===== src/hw/rtl/cmas_pkg.sv =====
`timescale 1ns / 1ps

package cmas_pkg;

	localparam int RAW_W    = 20;
	localparam int OFF_W    = 21;
	localparam int GAIN_W   = 16;
	localparam int WSIZE_W  = 5;
	localparam int OUT_W    = 16;
	localparam int DIFF_W   = 22;
	localparam int GMUL_W   = 18;
	localparam int PROD_W   = 40;
	localparam int SUM_W    = 25;
	localparam int DCNT_W   = 5;
	localparam int ADDR_W   = 4;
	localparam int DATA_W   = 32;

	localparam logic [GAIN_W:0]  GAIN_ONE  = 17'd256;
	localparam logic [RAW_W-1:0] RAW_MAX   = 20'hFFFFF;
	localparam logic [OUT_W-1:0] OUT_MAX   = 16'hFFFF;
	localparam logic [RAW_W:0]   ROUND_HALF = 21'd8;

	typedef enum logic [1:0] {
		REG_ENABLE      = 2'd0,
		REG_CAL_OFFSET  = 2'd1,
		REG_CAL_GAIN    = 2'd2,
		REG_WINDOW_SIZE = 2'd3
	} reg_idx_t;

	typedef enum logic [5:0] {
		ST_IDLE = 6'b000001,
		ST_MUL  = 6'b000010,
		ST_CAL  = 6'b000100,
		ST_SUM  = 6'b001000,
		ST_DIV  = 6'b010000,
		ST_OUT  = 6'b100000
	} state_t;

endpackage


===== src/hw/rtl/calibrated_moving_average_sensor_top.sv =====
`timescale 1ns / 1ps
// Calibrated light sensor with moving average. Each item carries one raw Q16.4
// reading; the block subtracts cal_offset, scales by the Q8.8 cal_gain (0 means
// 1.0), clamps to the Q16.4 range and, when window_size is above 1, averages it
// with the earlier values held in a ring of up to WINDOW_DEPTH entries (at most
// 31, the reach of window_size). A disabled block sends an item straight to
// output; else it is multiplied and calibrated and, with filtering, the ring is
// read one entry per cycle into an accumulator and the mean comes from a
// one-bit-per-cycle divider over 25 quotient bits. in_ready is high only between
// items; a result waits in the output register while the next item runs; that
// item stalls until the register is free. Writing window_size resets the ring
// fill; configuration must be written while idle; the block does not enforce it.

module calibrated_moving_average_sensor_top #(
	parameter int WINDOW_DEPTH = 16
) (
	input  logic                           clk,
	input  logic                           arst_n,
	input  logic                           psel,
	input  logic                           penable,
	input  logic                           pwrite,
	input  logic [cmas_pkg::ADDR_W-1:0]    paddr,
	input  logic [cmas_pkg::DATA_W-1:0]    pwdata,
	output logic [cmas_pkg::DATA_W-1:0]    prdata,
	output logic                           pready,
	input  logic                           in_valid,
	output logic                           in_ready,
	input  logic [cmas_pkg::RAW_W-1:0]     raw_reading,
	output logic                           out_valid,
	input  logic                           out_ready,
	output logic [cmas_pkg::OUT_W-1:0]     ppfd_out,
	output logic                           status
);

	localparam int AW = $clog2(WINDOW_DEPTH);
	localparam int CW = (AW > cmas_pkg::WSIZE_W) ? AW + 1 : cmas_pkg::WSIZE_W + 1;

	logic                              enable_q;
	logic signed [cmas_pkg::OFF_W-1:0] cal_offset_q;
	logic [cmas_pkg::GAIN_W-1:0]       cal_gain_q;
	logic [cmas_pkg::WSIZE_W-1:0]      window_size_q;
	logic [cmas_pkg::WSIZE_W-1:0]      wsize_wr;

	cmas_pkg::state_t                  state_q;
	cmas_pkg::reg_idx_t                reg_idx;
	logic                              div_start;
	logic                              div_done;
	logic                              cfg_wr;

	logic [cmas_pkg::RAW_W-1:0]        raw_q;
	logic signed [cmas_pkg::DIFF_W-1:0] diff_c;
	logic [cmas_pkg::GAIN_W:0]         gain_eff;
	logic signed [cmas_pkg::GMUL_W-1:0] gmul_c;
	logic signed [cmas_pkg::PROD_W-1:0] prod_c;
	logic signed [cmas_pkg::PROD_W-1:0] prod_q;
	logic [cmas_pkg::RAW_W-1:0]        val_c;
	logic [cmas_pkg::RAW_W:0]          rnd_c;

	logic [cmas_pkg::RAW_W-1:0]        store [WINDOW_DEPTH];
	logic [AW-1:0]                     wi_q;
	logic                              full_q;
	logic [CW-1:0]                     wi_inc;
	logic                              wrap;
	logic [cmas_pkg::WSIZE_W-1:0]      cnt_nx;
	logic                              store_we;

	logic [cmas_pkg::WSIZE_W-1:0]      cnt_q;
	logic [cmas_pkg::WSIZE_W-1:0]      rem_q;
	logic [AW-1:0]                     rd_addr_q;
	logic                              rd_vld_s1;
	logic [cmas_pkg::RAW_W-1:0]        rd_data_s1;
	logic [cmas_pkg::SUM_W-1:0]        sum_q;
	logic [cmas_pkg::SUM_W-1:0]        quo;

	logic [cmas_pkg::OUT_W-1:0]        res_q;
	logic                              res_stat_q;
	logic [cmas_pkg::OUT_W-1:0]        ppfd_out_q;
	logic                              status_q;
	logic                              out_valid_q;
	logic                              out_load;

	// config port
	assign pready  = 1'b1;
	assign reg_idx = cmas_pkg::reg_idx_t'(paddr[3:2]);
	assign cfg_wr  = psel & penable & pwrite;

	always_comb begin
		wsize_wr = pwdata[cmas_pkg::WSIZE_W-1:0];
		if (int'(pwdata[cmas_pkg::WSIZE_W-1:0]) > WINDOW_DEPTH)
			wsize_wr = cmas_pkg::WSIZE_W'(WINDOW_DEPTH);
	end

	always_comb begin
		case (reg_idx)
			cmas_pkg::REG_ENABLE:      prdata = cmas_pkg::DATA_W'(enable_q);
			cmas_pkg::REG_CAL_OFFSET:  prdata = cmas_pkg::DATA_W'(cal_offset_q);
			cmas_pkg::REG_CAL_GAIN:    prdata = cmas_pkg::DATA_W'(cal_gain_q);
			cmas_pkg::REG_WINDOW_SIZE: prdata = cmas_pkg::DATA_W'(window_size_q);
			default:                   prdata = '0;
		endcase
	end

	always_ff @(posedge clk or negedge arst_n) begin
		if (!arst_n) begin
			enable_q      <= 1'b0;
			cal_offset_q  <= '0;
			cal_gain_q    <= '0;
			window_size_q <= cmas_pkg::WSIZE_W'(1);
		end else if (cfg_wr) begin
			case (reg_idx)
				cmas_pkg::REG_ENABLE:      enable_q      <= pwdata[0];
				cmas_pkg::REG_CAL_OFFSET:  cal_offset_q  <= pwdata[cmas_pkg::OFF_W-1:0];
				cmas_pkg::REG_CAL_GAIN:    cal_gain_q    <= pwdata[cmas_pkg::GAIN_W-1:0];
				cmas_pkg::REG_WINDOW_SIZE: window_size_q <= wsize_wr;
				default: ;
			endcase
		end
	end

	// calibration
	assign diff_c   = $signed({2'b00, raw_q}) - $signed({cal_offset_q[cmas_pkg::OFF_W-1],
		cal_offset_q});
	assign gain_eff = (cal_gain_q == '0) ? cmas_pkg::GAIN_ONE : {1'b0, cal_gain_q};
	assign gmul_c   = $signed({1'b0, gain_eff});
	assign prod_c   = diff_c * gmul_c;

	always_comb begin
		if (prod_q <= 0)
			val_c = '0;
		else if (|prod_q[cmas_pkg::PROD_W-1:cmas_pkg::RAW_W+8])
			val_c = cmas_pkg::RAW_MAX;
		else
			val_c = prod_q[cmas_pkg::RAW_W+7:8];
	end

	assign rnd_c = {1'b0, val_c} + cmas_pkg::ROUND_HALF;

	// ring bookkeeping
	assign wi_inc = CW'(wi_q) + 1'b1;
	assign wrap   = wi_inc == CW'(window_size_q);
	assign cnt_nx = (full_q | wrap) ? window_size_q : cmas_pkg::WSIZE_W'(wi_inc);
	assign store_we = (state_q == cmas_pkg::ST_CAL) && (window_size_q > cmas_pkg::WSIZE_W'(1));

	always_ff @(posedge clk) begin
		if (store_we)
			store[wi_q] <= val_c;
		rd_data_s1 <= store[rd_addr_q];
	end

	assign div_start = (state_q == cmas_pkg::ST_SUM) && (rem_q == '0) && !rd_vld_s1;

	cmas_div u_div (
		.clk      (clk),
		.arst_n   (arst_n),
		.start    (div_start),
		.dividend (sum_q),
		.divisor  (cnt_q),
		.done     (div_done),
		.quotient (quo)
	);

	assign in_ready = state_q == cmas_pkg::ST_IDLE;
	assign out_load = (state_q == cmas_pkg::ST_OUT) && (!out_valid_q || out_ready);

	// sequencer
	always_ff @(posedge clk or negedge arst_n) begin
		if (!arst_n) begin
			state_q   <= cmas_pkg::ST_IDLE;
			wi_q      <= '0;
			full_q    <= 1'b0;
			rem_q     <= '0;
			rd_vld_s1 <= 1'b0;
		end else begin
			rd_vld_s1 <= 1'b0;
			if (cfg_wr && reg_idx == cmas_pkg::REG_WINDOW_SIZE) begin
				wi_q   <= '0;
				full_q <= 1'b0;
			end
			case (state_q)
				cmas_pkg::ST_IDLE: begin
					if (in_valid)
						state_q <= enable_q ? cmas_pkg::ST_MUL : cmas_pkg::ST_OUT;
				end
				cmas_pkg::ST_MUL: begin
					state_q <= cmas_pkg::ST_CAL;
				end
				cmas_pkg::ST_CAL: begin
					if (store_we) begin
						wi_q    <= wrap ? '0 : wi_inc[AW-1:0];
						full_q  <= full_q | wrap;
						rem_q   <= cnt_nx;
						state_q <= cmas_pkg::ST_SUM;
					end else begin
						state_q <= cmas_pkg::ST_OUT;
					end
				end
				cmas_pkg::ST_SUM: begin
					if (rem_q != '0) begin
						rem_q     <= rem_q - 1'b1;
						rd_vld_s1 <= 1'b1;
					end else if (!rd_vld_s1) begin
						state_q <= cmas_pkg::ST_DIV;
					end
				end
				cmas_pkg::ST_DIV: begin
					if (div_done)
						state_q <= cmas_pkg::ST_OUT;
				end
				cmas_pkg::ST_OUT: begin
					if (out_load)
						state_q <= cmas_pkg::ST_IDLE;
				end
				default: state_q <= cmas_pkg::ST_IDLE;
			endcase
		end
	end

	// datapath registers
	always_ff @(posedge clk) begin
		case (state_q)
			cmas_pkg::ST_IDLE: begin
				raw_q      <= raw_reading;
				res_q      <= '0;
				res_stat_q <= 1'b1;
			end
			cmas_pkg::ST_MUL: begin
				prod_q <= prod_c;
			end
			cmas_pkg::ST_CAL: begin
				res_stat_q <= 1'b0;
				res_q      <= rnd_c[cmas_pkg::RAW_W] ? cmas_pkg::OUT_MAX
					: rnd_c[cmas_pkg::RAW_W-1:4];
				cnt_q      <= cnt_nx;
				sum_q      <= cmas_pkg::SUM_W'({cnt_nx, 3'b000});
				rd_addr_q  <= '0;
			end
			cmas_pkg::ST_SUM: begin
				if (rem_q != '0)
					rd_addr_q <= rd_addr_q + 1'b1;
				if (rd_vld_s1)
					sum_q <= sum_q + cmas_pkg::SUM_W'(rd_data_s1);
			end
			cmas_pkg::ST_DIV: begin
				if (div_done)
					res_q <= (|quo[cmas_pkg::SUM_W-1:cmas_pkg::OUT_W+4]) ? cmas_pkg::OUT_MAX
						: quo[cmas_pkg::OUT_W+3:4];
			end
			default: ;
		endcase
	end

	// output register
	always_ff @(posedge clk or negedge arst_n) begin
		if (!arst_n) begin
			out_valid_q <= 1'b0;
		end else if (out_load) begin
			out_valid_q <= 1'b1;
		end else if (out_ready) begin
			out_valid_q <= 1'b0;
		end
	end

	always_ff @(posedge clk) begin
		if (out_load) begin
			ppfd_out_q <= res_q;
			status_q   <= res_stat_q;
		end
	end

	assign out_valid = out_valid_q;
	assign ppfd_out  = ppfd_out_q;
	assign status    = status_q;

	// checks
	a_sum_count_nonzero: assert property (@(posedge clk) disable iff (!arst_n)
		div_start |-> cnt_q != '0)
		else $error("average started with empty window");

	a_not_init_zero: assert property (@(posedge clk) disable iff (!arst_n)
		out_valid_q && status_q |-> ppfd_out_q == '0)
		else $error("not initialized item carries nonzero reading");

	a_div_done_state: assert property (@(posedge clk) disable iff (!arst_n)
		div_done |-> state_q == cmas_pkg::ST_DIV)
		else $error("divider finished outside divide phase");

	a_ring_index_range: assert property (@(posedge clk) disable iff (!arst_n)
		window_size_q > cmas_pkg::WSIZE_W'(1) |-> CW'(wi_q) < CW'(window_size_q))
		else $error("ring index beyond window size");

endmodule


===== src/hw/rtl/cmas_div.sv =====
`timescale 1ns / 1ps

module cmas_div (
	input  logic                        clk,
	input  logic                        arst_n,
	input  logic                        start,
	input  logic [cmas_pkg::SUM_W-1:0]  dividend,
	input  logic [cmas_pkg::WSIZE_W-1:0] divisor,
	output logic                        done,
	output logic [cmas_pkg::SUM_W-1:0]  quotient
);

	logic                          busy_q;
	logic                          done_q;
	logic [cmas_pkg::DCNT_W-1:0]   cnt_q;
	logic [cmas_pkg::SUM_W-1:0]    dvd_q;
	logic [cmas_pkg::WSIZE_W-1:0]  rem_q;
	logic [cmas_pkg::WSIZE_W-1:0]  dsr_q;
	logic [cmas_pkg::WSIZE_W:0]    trial;
	logic [cmas_pkg::WSIZE_W:0]    diff;
	logic                          ge;

	// one restoring step per cycle, quotient bits shift in behind the dividend
	assign trial = {rem_q, dvd_q[cmas_pkg::SUM_W-1]};
	assign ge    = trial >= {1'b0, dsr_q};
	assign diff  = trial - {1'b0, dsr_q};

	always_ff @(posedge clk or negedge arst_n) begin
		if (!arst_n) begin
			busy_q <= 1'b0;
			done_q <= 1'b0;
			cnt_q  <= '0;
		end else begin
			done_q <= 1'b0;
			if (start) begin
				busy_q <= 1'b1;
				cnt_q  <= '0;
			end else if (busy_q) begin
				cnt_q <= cnt_q + 1'b1;
				if (cnt_q == cmas_pkg::DCNT_W'(cmas_pkg::SUM_W - 1)) begin
					busy_q <= 1'b0;
					done_q <= 1'b1;
				end
			end
		end
	end

	always_ff @(posedge clk) begin
		if (start) begin
			dvd_q <= dividend;
			rem_q <= '0;
			dsr_q <= divisor;
		end else if (busy_q) begin
			dvd_q <= {dvd_q[cmas_pkg::SUM_W-2:0], ge};
			rem_q <= ge ? diff[cmas_pkg::WSIZE_W-1:0] : trial[cmas_pkg::WSIZE_W-1:0];
		end
	end

	assign done     = done_q;
	assign quotient = dvd_q;

endmodule


===== config.mk =====
export PLATFORM = sky130hd
export DESIGN_NAME = calibrated_moving_average_sensor_top
export DESIGN_NICKNAME = d
export VERILOG_FILES = /design/src/hw/rtl/cmas_pkg.sv /design/src/hw/rtl/calibrated_moving_average_sensor_top.sv /design/src/hw/rtl/cmas_div.sv
export SDC_FILE = /design/constraint.sdc
export NUM_CORES = 2
export LEC_CHECK = 0
export BUFFER_PORTS_ARGS = -buffer_cell sky130_fd_sc_hd__buf_2
export CAP_MARGIN = 10
export CORE_ASPECT_RATIO = 0.5
export CORE_MARGIN = 2
export CORE_UTILIZATION = 58
export CTS_BUF_LIST = sky130_fd_sc_hd__clkbuf_8
export CTS_CLUSTER_DIAMETER = 200
export CTS_CLUSTER_SIZE = 16
export DETAILED_ROUTE_END_ITERATION = 6
export PLACE_DENSITY_LB_ADDON = 0.3
export SLEW_MARGIN = 30
export SYNTH_ARGS = -nofsm -noshare
export SYNTH_HDL_FRONTEND = slang
export SYNTH_SLANG_ARGS = --single-unit

===== constraint.sdc =====
create_clock -name clk -period 13.4 [get_ports clk]
set_clock_uncertainty 0.2 [all_clocks]
set_input_delay 4.02 -clock clk [delete_from_list [all_inputs] [get_ports clk]]
set_output_delay 4.02 -clock clk [all_outputs]
set_load 0.05 [all_outputs]

# ---- Word level (Yosys, flattened, before mapping)
# Memory sizes are Yosys's and may differ from the RTL's. A register that Yosys moved wholly into a read port is not among the register bits.
# Index checks and enable logic that the tools add are counted.
dict set report word_totals {
  regBits 231
  latchBits 0
  ram_bits 320
  romBits 0
  word_cells 139
  memories 1
}
# name words word_bits read_ports rd_ports_with_merged_regs write_ports line
set mem_list {}
lappend mem_list {store 16 20 1 1 1 calibrated_moving_average_sensor_top.sv:59} ;# logic [cmas_pkg::RAW_W-1:0] store [WINDOW_DEPTH];
dict set report classes {
  n_addsub 8
  mul 1
  div 0
  order_cmp 4
  n_eq_ne 19
  shifts 0
  n_mux 50
  bitwise 3
  n_reduce_logical 28
}
# operator count
set ops {}
lappend ops {{32-bit case mux with 4 select lines} 1}
lappend ops {{25-bit 2-to-1 mux} 3}
lappend ops {{16-bit 2-to-1 mux} 4}
lappend ops {{25-bit case mux with 2 select lines} 1}
lappend ops {{16-bit case mux with 3 select lines} 1}
lappend ops {{6-bit 2-to-1 mux} 7}
lappend ops {{40-bit by 1-bit less-or-equal comparator with 1-bit output, second input constant} 1}
lappend ops {{20-bit 2-to-1 mux} 2}
lappend ops {{22-bit by 17-bit multiplier with 39-bit output} 1}
lappend ops {{6-bit case mux with 6 select lines} 1}
lappend ops {{5-bit 2-to-1 mux} 7}
lappend ops {{25-bit by 20-bit adder with 25-bit output} 1}
lappend ops {{21-bit by 21-bit subtractor with 22-bit output} 1}
lappend ops {{20-bit by 4-bit adder with 21-bit output, second input constant} 1}
lappend ops {{4-bit 2-to-1 mux} 5}
lappend ops {{16-bit zero test} 1}
lappend ops {{1-bit 2-to-1 mux} 15}
lappend ops {{2-bit AND reduction} 7}
lappend ops {{2-bit != test, second input constant} 6}
lappend ops {{12-bit OR reduction} 1}
lappend ops {{5-bit case mux with 2 select lines} 1}
lappend ops {{4-bit case mux with 2 select lines} 1}
lappend ops {{2-bit nonzero test} 4}
lappend ops {{6-bit by 1-bit equality test with 1-bit output, second input constant} 1}
lappend ops {{31 further kinds} 39}

# ---- Logic depth before layout (Yosys ltp)
dict set report logic_depth {
  word_depth 6
  mapped_depth 35
}

# ---- By module
# Synthesis repeated with hierarchy kept, for this count alone.
dict set report hier_totals {
  hier_cells 3078
  area_unflattened_um2 37559.8
}
# mod n_inst cells_per_inst area_each_um2
set modules_own_cells {}
lappend modules_own_cells {calibrated_moving_average_sensor_top 1 2934 35599.1}
lappend modules_own_cells {cmas_div 1 144 1960.6}

# ---- Least setup slack after synthesis
# No wires, ideal clock.
dict set report synth_path {
  path_type {input port to output port}
  start {input paddr[2] (netlist name)}
  end {output prdata[21] (netlist name)}
  t_arrival_ps 5742
  required_time_ps 9180
  path_slack_ps 3438
  stages 5
  n_path_buf 3
  cell_sequence {clkbuf_1 > nor2b_1 > clkbuf_1 > and2_1 > buf_4}
}
dict set report synth_between {
  elab_chain_cells 2
  word_cells_on_any_way 5
  cone_classes {3 x eq/ne; 1 x mux; 1 x reduce/logical}
}
# element line
set synth_rtl {}
lappend synth_rtl {{from (decl)} calibrated_moving_average_sensor_top.sv:22} ;# input logic [cmas_pkg::ADDR_W-1:0] paddr,
lappend synth_rtl {{2-bit equality test (tied with other cells)} calibrated_moving_average_sensor_top.sv:94} ;# case (reg_idx)
lappend synth_rtl {{32-bit case mux with 4 select lines *} calibrated_moving_average_sensor_top.sv:94}
lappend synth_rtl {{to (decl)} calibrated_moving_average_sensor_top.sv:24} ;# output logic [cmas_pkg::DATA_W-1:0] prdata,
# Every way passes the cells marked *; elsewhere a longest branch is shown, timed or not.

# ---- Final worst setup path
dict set report layout_path {
  start {register cal_offset_q[0] (netlist name)}
  end {register prod_q[35] (netlist name) (data pin)}
}
dict set report layout_between {
  elab_chain_cells 2
}
# element line
set layout_rtl {}
lappend layout_rtl {{from (decl)} calibrated_moving_average_sensor_top.sv:39} ;# logic signed [cmas_pkg::OFF_W-1:0] cal_offset_q;
lappend layout_rtl {{from (signal assigned)} calibrated_moving_average_sensor_top.sv:112} ;# cmas_pkg::REG_CAL_OFFSET: cal_offset_q <= pwdata[cmas_pkg::OFF_W-1:0];
lappend layout_rtl {{21-bit by 21-bit subtractor with 22-bit output} calibrated_moving_average_sensor_top.sv:121} ;# assign diff_c = $signed({2'b00, raw_q}) - $signed({cal_offset_q[cmas_pkg::OFF_W-1],
lappend layout_rtl {{22-bit by 17-bit multiplier with 39-bit output} calibrated_moving_average_sensor_top.sv:125} ;# assign prod_c = diff_c * gmul_c;
lappend layout_rtl {{named net prod_c, one bit} calibrated_moving_average_sensor_top.sv:54} ;# logic signed [cmas_pkg::PROD_W-1:0] prod_c;
lappend layout_rtl {{to (signal assigned)} calibrated_moving_average_sensor_top.sv:227} ;# prod_q <= prod_c;
lappend layout_rtl {{to (decl)} calibrated_moving_average_sensor_top.sv:55} ;# logic signed [cmas_pkg::PROD_W-1:0] prod_q;
# The timed path passes the listed nets, and every way through them passes these cells.
# A chain may end at the register's enable or synchronous reset.

==> results.md <==
- Outcome: finished clean
- Most frequent CP cell: fa_1
- Core footprint: 65160 um2
- GRT Overall Usage: 0.2765
- Slew HR: 0.2906
- Synth Area in Adders: 0.2315
- Worst setup SP type: register
- Max Clk Rate: 103.1 MHz
- Grt total ovfl: 0
- Critical path capture point type: register
- Placer Congestion: 0.8853
- Layout area overhead: 6.030%
- Xor/xnor share of the synthesized area: 0.02055
- Wire per inst: 21.72 um
- Cells after Synth: between 3000 and 4000
- CTS H-Tree Depth: 2
- Fill cell instance count of the final layout: 4966
- Slowest stage cell on the critical path: nand3_1
- Maximum fanout along the worst path: 16
- Mapped Area: 38310 um2
- CTS tree: done
- Ports: approximately 120
- Synth unique cells: 86
- Die Width: 367.4 um
- I/O Buffers: 100
- Post-synth EDFFs: 477
- Top_reg_cell synth: edfxtp_1
- Clk sinks: 570
- Number of antenna violations at the first check in global routing: 6
- DRT antenna net count: 0
- Arr. time, crit path: ~10 ns
- Simple-Gate Fraction of Synth Area: 0.1166
- Final Hold Vio Count: 0
- Worst-path clk slew: roughly 0.11 ns
- Post-CTS Hold Fix Bufs: 0
- CP required: roughly 14 ns
- Pin count of the biggest net entering global routing: 59
- Setup TNS: 0 ns
- Drt total wl: 91.18 mm
- RSZ-0062 raised after global routing: false
- Yosys warnings: 0
- Die height: roughly 190 um
- Reg2Reg Depth: 32
- Max cap viols: 0
- Drt pass-1 iters: 6
- Starting Density: 0.5879
- Initial DRC Count: approximately 2200
- Post-CTS Resized: 0
- Crit path largest cell delay: 0.69 ns
- Worst Tran Pin Value: roughly 1.1 ns
- Clk buf depth: 3
- # Post-CTS Setup Buffers: 0
- Final period util: 0.7237
- Ratio of cells with drive above 1 in the final layout: 0.1172
- Final setup viols: 0
- Seq/Total Area, Yosys: 0.4315
- Hold Path Stages: 0
- Syn_nets: 3799
- WS Path Type: register to register
- Die area: 68240 um2
- Syn avg cell area: 11.83 um2
- DPL Wire Length: ~65 mm
- Post-synth ARST share: 0.1193
- Final nets: about 3800
- Crit path time final: 9.697 ns
- Max-slew violation count: 0
- HP Class: register to register
- Cell Rows: 66
- Via count: 24830
- CTS Buf Count: 41
- Compound-gate portion of the synthesized area: 0.06556
- Mux cell area share after synthesis: 0.07029
- Clock Tree Root: clkbuf_8
- First-pass GRT wire length: 143.4 mm
- Latest clock arrival within the worst-skew pair: 0.63 ns
- Largest family of logic cells by synthesized area: adder cells
- Synthesized flop and latch total: between 500 and 600
- Routed vias/inst: 5.915
- DRC viols: 0
- Number of global-route vias before repair: 25740
-- final timing paths --
check                                     start               end  slack [ns]
worst max-delay path            cal_offset_q[0]        prod_q[35]        3.70
worst min-delay path                   res_q[4]       ppfd_out[4]        0.23
worst max register to register  cal_offset_q[0]        prod_q[35]        3.70
worst min register to register         res_q[4]       ppfd_out[4]        0.23
max in group asynchronous                arst_n  cal_offset_q[10]        8.89
min in group asynchronous                arst_n         rd_vld_s1        3.06
-- final cells by class --
cell class,instances,area [um2],share of cell area
diodes,2,5.005,0.0001232
inverters,463,1738,0.04279
well taps,884,1106,0.02723
flip-flops and latches,570,16530,0.4070
clock inverters,34,145.1,0.003574
repair buffers,165,1016,0.02501
multi-input cells,2037,19500,0.4801
clock buffers,42,578.1,0.01423
-- logic make-up after synthesis --
kind of cell,after synthesis
buffers and inverters,632
DFF,570
muxes,140
AOI/OAI and AO/OA,386
other,1
and+or+nand+nor,919
adders and majority gates,502
xor gates and xnor gates,89
-- cells in the mapped netlist, types with 15 or more instances --
cell type	instances	share of area
a211oi_1	23	0.0045
a21o_1	29	0.0057
a21oi_1	80	0.010
a22o_1	15	0.0034
and2_1	141	0.023
and3_1	15	0.0024
clkbuf_1	128	0.013
dfrtp_1	66	0.043
dfxtp_1	25	0.013
edfxtp_1	477	0.37
fa_1	346	0.18
ha_1	151	0.049
inv_1	461	0.045
mux2_2	22	0.0065
mux2i_1	17	0.0044
mux4_2	101	0.059
nand2_1	382	0.037
nand2b_1	19	0.0031
nand3_1	55	0.0072
nor2_1	119	0.012
nor2b_1	54	0.0088
nor3_1	37	0.0048
nor4_1	24	0.0039
o211ai_1	17	0.0033
o21a_1	19	0.0037
o21ai_0	107	0.014
xnor2_1	56	0.013
xor2_1	32	0.0073
-- flip-flops by register name (all words and copies together) (netlist names), 4 cells and up --
register,flops
u_div.rem_q,5
rem_q,5
state_q,6
res_q,16
cal_gain_q,16
cal_offset_q,21
cnt_q,5
raw_q,20
rd_addr_q,4
u_div.cnt_q,5
ppfd_out,16
rd_data_s1,20
wi_q,4
u_div.dsr_q,5
window_size_q,5
sum_q,25
u_div.quotient,25
store,320
prod_q,39
-- worst max-delay path: cells and delay by family (launching register included) --
family / cells / cell delay (ns)
buffers and inverters: 5 / 0.27
AOI/OAI and AO/OA: 12 / 2.74
and+or+nand+nor: 5 / 1.61
adders and majority gates: 9 / 4.10
xor gates and xnor gates: 1 / 0.10
DFF: 1 / 0.42
-- cells in the final DEF, fill, tap and decap left out, types with 9 or more instances in the layout --
cell type	n
nand2b_1	19
nor2b_1	54
o211ai_1	17
o21ai_0	106
and2_1	141
o21ai_1	10
o22ai_1	14
nor3_1	34
nand3_1	55
buf_4	63
fa_1	346
dfxtp_1	25
a211oi_1	23
mux2i_1	17
buf_2	99
edfxtp_1	477
nor2_1	111
a31oi_1	13
mux4_2	101
ha_1	151
inv_1	492
a21o_1	29
a21oi_1	80
nand4_1	10
o21a_1	19
dfrtp_1	66
clkbuf_8	42
nand3b_1	11
xnor2_1	55
nor3b_1	9
xor2_1	30
and3_1	15
nor4_1	20
nand2_1	381
a22o_1	15
mux2_2	22
-- stage by stage --
step	instance area, um2	setup WS [ns]	hold slack [ns]	utilization	std cells
global route	40610	3.340	0.2380	0.6233	4196
finish	40620	3.703	0.2255	0.6234	4197
detailed placement	39820	3.680	0.2045	0.6112	4118
global placement	39780	3.704	0.2027	0.6106	4116
CTS	40540	3.680	0.2258	0.6222	4194
floorplan	38310	3.438	0.2003	-	3239
-- metal layers --
| metal | GRT usage | share of wire | vias up |
|---|---|---|---|
| met5 | 0 | 0 | - |
| met4 | 0.1049 | 0.039 | 0 |
| met3 | 0.05317 | 0.083 | 198 |
| met2 | 0.4720 | 0.49 | 1004 |
| met1 | 0.3549 | 0.39 | 12610 |
| li1 | - | - | 11010 |
Power is left out: the tool's default activity adds up to more than one toggle a clock period on the data nets, which glitch-free logic cannot reach.
